$ cat src/hdl/tftpsr_pkg.sv
// ----------------------------------------------------------------------------
// tftpsr_pkg
// shared types and constants of the lock-step block transfer sender
// ----------------------------------------------------------------------------
package tftpsr_pkg;

  localparam int unsigned MAX_BLOCK_BYTES_DEF   = 512;
  localparam int unsigned BLOCK_NUMBER_BITS_DEF = 16;

  localparam int unsigned MODE_W     = 3;
  localparam int unsigned SIZE_W     = 10;
  localparam int unsigned ACK_W      = 16;
  localparam int unsigned ACTION_W   = 3;
  localparam int unsigned BLK_OUT_W  = 16;
  localparam int unsigned RETRY_W    = 4;
  localparam int unsigned CFG_ADDR_W = 3;
  localparam int unsigned CFG_DATA_W = 32;

  localparam logic [RETRY_W-1:0] RETRY_LIMIT_RST     = 4'd5;
  localparam logic [SIZE_W-1:0]  FULL_BLOCK_SIZE_RST = 10'd512;

  // register indexes, selected by paddr[2]
  localparam logic REG_RETRY_LIMIT     = 1'b0;
  localparam logic REG_FULL_BLOCK_SIZE = 1'b1;

  // event codes
  localparam logic [MODE_W-1:0] MODE_START   = 3'd0;
  localparam logic [MODE_W-1:0] MODE_READY   = 3'd1;
  localparam logic [MODE_W-1:0] MODE_ACK     = 3'd2;
  localparam logic [MODE_W-1:0] MODE_TIMEOUT = 3'd3;
  localparam logic [MODE_W-1:0] MODE_FAIL    = 3'd4;

  // action codes
  localparam logic [ACTION_W-1:0] ACT_SEND        = 3'd0;
  localparam logic [ACTION_W-1:0] ACT_WAIT        = 3'd1;
  localparam logic [ACTION_W-1:0] ACT_FETCH       = 3'd2;
  localparam logic [ACTION_W-1:0] ACT_DONE        = 3'd3;
  localparam logic [ACTION_W-1:0] ACT_ABORT_RETRY = 3'd4;
  localparam logic [ACTION_W-1:0] ACT_ABORT_FAIL  = 3'd5;

  typedef enum logic [2:0] {
    PH_IDLE  = 3'b001,
    PH_FETCH = 3'b010,
    PH_WAIT  = 3'b100
  } phase_t;

  typedef struct packed {
    logic [RETRY_W-1:0] retry_limit;
    logic [SIZE_W-1:0]  full_block_size;
  } cfg_t;

endpackage

$ cat src/hdl/tftpsr_cfg.sv
// ----------------------------------------------------------------------------
// tftpsr_cfg
// apb register file: retry limit and full block size
// ----------------------------------------------------------------------------
module tftpsr_cfg (
  input  logic                                clk,
  input  logic                                rst_n,
  input  logic                                psel,
  input  logic                                penable,
  input  logic                                pwrite,
  input  logic [tftpsr_pkg::CFG_ADDR_W-1:0]   paddr,
  input  logic [tftpsr_pkg::CFG_DATA_W-1:0]   pwdata,
  output logic [tftpsr_pkg::CFG_DATA_W-1:0]   prdata,
  output logic                                pready,
  output tftpsr_pkg::cfg_t                    cfg_o
);
  import tftpsr_pkg::*;

  logic [RETRY_W-1:0] retry_limit_r;
  logic [SIZE_W-1:0]  full_block_size_r;
  logic               wr_en;

  assign pready = 1'b1;
  assign wr_en  = psel && penable && pwrite && pready;

  always_ff @(posedge clk) begin
    if (!rst_n) begin
      retry_limit_r     <= RETRY_LIMIT_RST;
      full_block_size_r <= FULL_BLOCK_SIZE_RST;
    end else if (wr_en) begin
      unique case (paddr[2])
        REG_RETRY_LIMIT:     retry_limit_r     <= pwdata[RETRY_W-1:0];
        REG_FULL_BLOCK_SIZE: full_block_size_r <= pwdata[SIZE_W-1:0];
        default:             ;
      endcase
    end
  end

  always_comb begin
    prdata = '0;
    unique case (paddr[2])
      REG_RETRY_LIMIT:     prdata[RETRY_W-1:0] = retry_limit_r;
      REG_FULL_BLOCK_SIZE: prdata[SIZE_W-1:0]  = full_block_size_r;
      default:             prdata = '0;
    endcase
  end

  assign cfg_o.retry_limit     = retry_limit_r;
  assign cfg_o.full_block_size = full_block_size_r;

endmodule

$ cat src/hdl/tftp_sender_retry_engine.sv
// ----------------------------------------------------------------------------
// tftp_sender_retry_engine
// sending side of a lock-step block transfer with retry limit and
// duplicate acknowledgement suppression
// ----------------------------------------------------------------------------
// Each event transaction yields exactly one result transaction. An event is
// evaluated combinationally against the phase, block number, size and retry
// registers, and its result lands in an output register; one event can be
// taken every cycle, and a new event is taken while a result waits as long
// as that result leaves in the same cycle. The user must write registers over the
// apb port only while no event is in flight; the block does not enforce this.
module tftp_sender_retry_engine #(
  parameter int unsigned MAX_BLOCK_BYTES   = tftpsr_pkg::MAX_BLOCK_BYTES_DEF,
  parameter int unsigned BLOCK_NUMBER_BITS = tftpsr_pkg::BLOCK_NUMBER_BITS_DEF
) (
  input  logic                                clk,
  input  logic                                rst_n,
  input  logic                                in_valid,
  output logic                                in_ready,
  input  logic [tftpsr_pkg::MODE_W-1:0]       in_mode,
  input  logic [tftpsr_pkg::SIZE_W-1:0]       in_payload_size,
  input  logic [tftpsr_pkg::ACK_W-1:0]        in_ack_block,
  output logic                                out_valid,
  input  logic                                out_ready,
  output logic [tftpsr_pkg::ACTION_W-1:0]     out_action,
  output logic [tftpsr_pkg::BLK_OUT_W-1:0]    out_block_number,
  output logic [tftpsr_pkg::SIZE_W-1:0]       out_block_size,
  input  logic                                psel,
  input  logic                                penable,
  input  logic                                pwrite,
  input  logic [tftpsr_pkg::CFG_ADDR_W-1:0]   paddr,
  input  logic [tftpsr_pkg::CFG_DATA_W-1:0]   pwdata,
  output logic [tftpsr_pkg::CFG_DATA_W-1:0]   prdata,
  output logic                                pready
);
  import tftpsr_pkg::*;

  localparam int unsigned BN = BLOCK_NUMBER_BITS;
  localparam int unsigned CW = (BN > ACK_W) ? BN : ACK_W;
  localparam int unsigned LW = 17;
  localparam logic [LW-1:0] MAX_L = LW'(MAX_BLOCK_BYTES);

  cfg_t cfg;

  phase_t             phase_r, phase_nxt;
  logic [BN-1:0]      block_r, block_nxt;
  logic [SIZE_W-1:0]  size_r, size_nxt;
  logic [RETRY_W-1:0] retries_r, retries_nxt;
  logic               resend_r, resend_nxt;

  logic                out_valid_r;
  logic [ACTION_W-1:0] action_r, action_nxt;
  logic [BN-1:0]       block_out_r;
  logic [SIZE_W-1:0]   size_out_r;

  logic                accept;
  logic [SIZE_W-1:0]   full_lo;
  logic [SIZE_W-1:0]   full_eff;
  logic [BN-1:0]       prev_blk;
  logic                dup_ack;
  logic [RETRY_W-1:0]  retries_dec;
  logic [CW-1:0]       block_ext;

  tftpsr_cfg u_cfg (
    .clk     (clk),
    .rst_n   (rst_n),
    .psel    (psel),
    .penable (penable),
    .pwrite  (pwrite),
    .paddr   (paddr),
    .pwdata  (pwdata),
    .prdata  (prdata),
    .pready  (pready),
    .cfg_o   (cfg)
  );

  assign in_ready = !out_valid_r || out_ready;
  assign accept   = in_valid && in_ready;

  // full block size clamped to 1..MAX_BLOCK_BYTES
  assign full_lo  = (cfg.full_block_size == '0) ? SIZE_W'(1) : cfg.full_block_size;
  assign full_eff = (LW'(full_lo) > MAX_L) ? MAX_L[SIZE_W-1:0] : full_lo;

  assign prev_blk    = block_r - BN'(1);
  assign dup_ack     = (CW'(in_ack_block) == CW'(prev_blk));
  assign retries_dec = (retries_r != '0) ? retries_r - RETRY_W'(1) : '0;

  always_comb begin
    phase_nxt   = phase_r;
    block_nxt   = block_r;
    size_nxt    = size_r;
    retries_nxt = retries_r;
    resend_nxt  = resend_r;
    action_nxt  = ACT_WAIT;
    case (in_mode)
      MODE_START: begin
        if (phase_r == PH_IDLE) begin
          block_nxt  = '0;
          resend_nxt = 1'b1;
          phase_nxt  = PH_FETCH;
          action_nxt = ACT_FETCH;
        end
      end
      MODE_READY: begin
        if (phase_r == PH_FETCH) begin
          size_nxt    = (in_payload_size > full_eff) ? full_eff : in_payload_size;
          block_nxt   = block_r + BN'(1);
          retries_nxt = cfg.retry_limit;
          if (cfg.retry_limit == '0) begin
            phase_nxt  = PH_IDLE;
            action_nxt = ACT_ABORT_RETRY;
          end else begin
            phase_nxt  = PH_WAIT;
            action_nxt = resend_r ? ACT_SEND : ACT_WAIT;
          end
        end
      end
      MODE_ACK: begin
        if (phase_r == PH_WAIT) begin
          if (dup_ack) begin
            resend_nxt  = 1'b0;
            retries_nxt = retries_dec;
            if (retries_dec == '0) begin
              phase_nxt  = PH_IDLE;
              action_nxt = ACT_ABORT_RETRY;
            end
          end else begin
            resend_nxt = 1'b1;
            if (size_r == full_eff) begin
              phase_nxt  = PH_FETCH;
              action_nxt = ACT_FETCH;
            end else begin
              phase_nxt  = PH_IDLE;
              action_nxt = ACT_DONE;
            end
          end
        end
      end
      MODE_TIMEOUT: begin
        if (phase_r == PH_WAIT) begin
          retries_nxt = retries_dec;
          if (retries_dec == '0) begin
            phase_nxt  = PH_IDLE;
            action_nxt = ACT_ABORT_RETRY;
          end else begin
            action_nxt = resend_r ? ACT_SEND : ACT_WAIT;
          end
        end
      end
      MODE_FAIL: begin
        if (phase_r != PH_IDLE) begin
          phase_nxt  = PH_IDLE;
          action_nxt = ACT_ABORT_FAIL;
        end
      end
      default: ;
    endcase
  end

  always_ff @(posedge clk) begin
    if (!rst_n) begin
      phase_r     <= PH_IDLE;
      block_r     <= '0;
      size_r      <= '0;
      retries_r   <= '0;
      resend_r    <= 1'b1;
      out_valid_r <= 1'b0;
    end else begin
      if (accept) begin
        phase_r     <= phase_nxt;
        block_r     <= block_nxt;
        size_r      <= size_nxt;
        retries_r   <= retries_nxt;
        resend_r    <= resend_nxt;
        out_valid_r <= 1'b1;
      end else if (out_ready) begin
        out_valid_r <= 1'b0;
      end
    end
  end

  // result payload
  always_ff @(posedge clk) begin
    if (accept) begin
      action_r    <= action_nxt;
      block_out_r <= block_nxt;
      size_out_r  <= size_nxt;
    end
  end

  assign block_ext        = CW'(block_out_r);
  assign out_valid        = out_valid_r;
  assign out_action       = action_r;
  assign out_block_number = block_ext[BLK_OUT_W-1:0];
  assign out_block_size   = size_out_r;

endmodule
$ cat config.mk
export PLATFORM = sky130hd
export DESIGN_NAME = tftp_sender_retry_engine
export DESIGN_NICKNAME = d
export VERILOG_FILES = /design/src/hdl/tftpsr_pkg.sv /design/src/hdl/tftpsr_cfg.sv /design/src/hdl/tftp_sender_retry_engine.sv
export SDC_FILE = /design/constraint.sdc
export NUM_CORES = 1
export LEC_CHECK = 0
export BUFFER_PORTS_ARGS = -buffer_cell sky130_fd_sc_hd__buf_4
export CAP_MARGIN = 15
export CORE_UTILIZATION = 54
export CTS_BUF_LIST = sky130_fd_sc_hd__clkbuf_16
export CTS_CLUSTER_DIAMETER = 50
export CTS_CLUSTER_SIZE = 10
export DETAILED_ROUTE_END_ITERATION = 12
export PLACE_DENSITY = 0.91
export SYNTH_ARGS = -nofsm -noshare
export SYNTH_HDL_FRONTEND = slang
export SYNTH_SLANG_ARGS = --single-unit
$ cat constraint.sdc
create_clock -name clk -period 4.1 [get_ports clk]
set_clock_uncertainty 0.15 [all_clocks]
set_input_delay 0.615 -clock clk [delete_from_list [all_inputs] [get_ports clk]]
set_output_delay 0.615 -clock clk [all_outputs]
set_load 0.02 [all_outputs]
==> results.cfg <==
[cells_and_area]
fill_cells = 677
num_antenna_cells = 0
area_delta_synth_final_pct = 17.9
fin_area_um2 = 5990
layout.cells.non_filler = 789
drive_above_1_share_pct = 19.5
final_common_cell = buf_4
nets = 756
final_cell_mix = buf_4, nand2_1, nor2_1, dfxtp_1, o21ai_0

[floorplan]
dieHeight_um = 99.0
initial_core_util_pct = 55.5
ioPinCount = 135
core-area_um2 = 9150
die-area_um2 = 9790
die_x_um = 99.0
std_cell_rows = 35

[detailed_routing]
totalWireLength_mm = 13.2
drtIter0Drc = 549
via_per_inst = 6.23
avgRoutedWirePerCell_um = 16.7
postRouteAntennaNets = 0
drc_errors = 0
route.vias.total = 4914
first_pass_iters = 7

[clock_network]
post_cts_resized = 0
cts_root_buf = clkbuf_16
clock_latency_ns = 0.34
htreeDepth = 3
cts_sinks = 78
cts_tree = built
clk_pin_slew_worst_paths_ns = 0.06
cts_made_buffers = 9
cts_max_path_buffers = 2
ctsHoldBuffers = 0
post-cts-setup-buffer-count = 0

[placed_design]
place_inst = 773
place.gp.congestion = 0.967
port_buffers = 87
dpl-instance-area_um2 = 5670
dp_hpwl_mm = 9.32

[min_path]
hp-class = flip-flop to flip-flop

[synth]
async_flop_share_pct = 0
netlist_instances = 607
synth_top_area_cell = dfxtp_1
synth.area.top_cells = dfxtp_1, edfxtp_1, nand2_1
yosys_register_bits = 78
avgSynthCellArea_um2 = 8.36
synth.cell_area_um2 = 5080
yosys.area.top_type_share_pct = 19.3
ys_seq_area_share_pct = 36.5
ys_warn_count = 0
synth_edf_count = 29
ys.flop_type = dfxtp_1
ys_types = 65

[setup_path]
cp-start-kind = flip-flop
slowest_stage = or4_4
end_kind = flip-flop
crit_type = flip-flop to flip-flop
critical_path_arrival_ns = 3.43
crit_chain = or4_4 > or3_1 > a2111o_1 > a22o_1 > nor4_4 > buf_4 > mux2_1 > o211ai_1
cpLargestDelayFamily = simple AND/OR/NAND/NOR gates
crit_fanout = 13
cp_num_buf_inv = 1
cpPeakStageDelay_ns = 0.59
worst_ep_required_time_ns = 4.21

[sta]
maxSlewHeadroom_pct = 29.2
setup-violations-final = 0
fmax_mhz = 301
fin_crit_sh_pct = 81.0
drv_slew = 0
tightestPinTransition_ns = 1.06
tns_ns = 0
hold_slack_ns = 0.349
rsz0062_at_grt = false
finalCriticalPeriod_ns = 3.32
hold_viol = 0

[run]
maxCapViolations = 0

[grt]
first_global_vias = 4531
grt_max_degree = 31
grt_pass1_wl_mm = 21.2
grt_usage_pct = 27.1
antenna_found_initial = 0
grt_overflow = 0

[status]
status = finished, final reports clean

[power_and_ir_drop]
pwr_density_cell_nw_per_um2 = 345
p_leak_nw = 2.38
ir_drop_mv = 0.202
==> layer usage <==
| layer | up-vias | global-route usage (%) | wire, µm | share of wire (%) |
|---|---|---|---|---|
| li1 | 2276 | - | - | - |
| met1 | 2291 | 34.2 | 5200 | 39 |
| met2 | 298 | 44.8 | 6410 | 49 |
| met3 | 49 | 5.18 | 1200 | 9.1 |
| met4 | 0 | 12.6 | 391 | 3.0 |
| met5 | - | 0 | 0 | 0 |
==> layout make-up <==
type	instances	area [µm²]	area share, %
multi-input combinational	468	2890	48.3
sequential	78	1850	30.9
timing repair buffer	95	713	11.9
clock buffer	9	225	3.76
tap	111	139	2.32
clock inverter	7	88.8	1.48
inverter	21	78.8	1.32
==> final timing paths <==
check | from | end | slack, ns | cells after the start
max | block_r[9]$_SDFFE_PN0P_ | phase_r[0]$_SDFFE_PN1P_ | 0.78 | 8
min | u_cfg.full_block_size_r[0]$_SDFFE_PN0P_ | u_cfg.full_block_size_r[0]$_SDFFE_PN0P_ | 0.35 | 2
min reg2reg | u_cfg.full_block_size_r[0]$_SDFFE_PN0P_ | u_cfg.full_block_size_r[0]$_SDFFE_PN0P_ | 0.35 | 2
max reg2reg | block_r[9]$_SDFFE_PN0P_ | phase_r[0]$_SDFFE_PN1P_ | 0.78 | 8
==> cells by family after synthesis <==
family	after synthesis	synth area share (%)
and+or+nand+nor	228	22.4
buffers and inverters	82	8.16
muxes	32	6.68
AOI/OAI and AO/OA	144	18.2
adders and majority gates	12	2.96
xor gates and xnor gates	29	5.00
other	2	0.148
DFF	78	36.5
==> tightest hold or removal path: stages (launching register included) <==
cell and delay [ns]:
dfxtp_1 0.33, nand2_1 0.06, a21oi_1 0.05
==> through the flow <==
stage	total power, mW	utilization [%]	setup slack [ns]
after floorplan	1.12	-	1.04
after detailed placement	1.23	62.0	0.820
after global placement	1.21	62.0	0.907
final	2.07	65.4	0.778
after CTS	2.06	65.4	0.790
after global routing	2.14	65.4	0.618
==> Yosys cell counts (5+ instances only) <==
cell,n
a21o_1,6
a21oi_1,39
a31oi_1,6
and2_1,10
and4_1,5
buf_4,24
clkbuf_1,33
dfxtp_1,49
edfxtp_1,29
ha_1,12
inv_1,20
mux2_2,14
mux2i_1,17
nand2_1,77
nand2b_1,5
nand3_1,14
nand4_1,11
nor2_1,54
nor3_1,16
nor4_1,6
o211ai_1,7
o21ai_0,41
o31ai_1,6
or3_1,6
xnor2_1,22
xor2_1,7
==> power breakdown <==
part	total [mW]	switching [mW]	leakage (nW)	internal, mW
Clock	0.849	0.319	0.155	0.530
Combinational	0.347	0.200	1.54	0.147
Sequential	0.871	0.0366	0.690	0.834
Total	2.07	0.555	2.38	1.51
==> sequential cells by signal, indices dropped and copies added, names as in the netlist, 3 cells and up <==
signal,flops
block_r,16
out_action,3
out_block_number,16
out_block_size,10
phase_r,3
retries_r,4
size_r,10
u_cfg.full_block_size_r,10
u_cfg.retry_limit_r,4
Note: power is estimated with default switching activity, not from simulation.
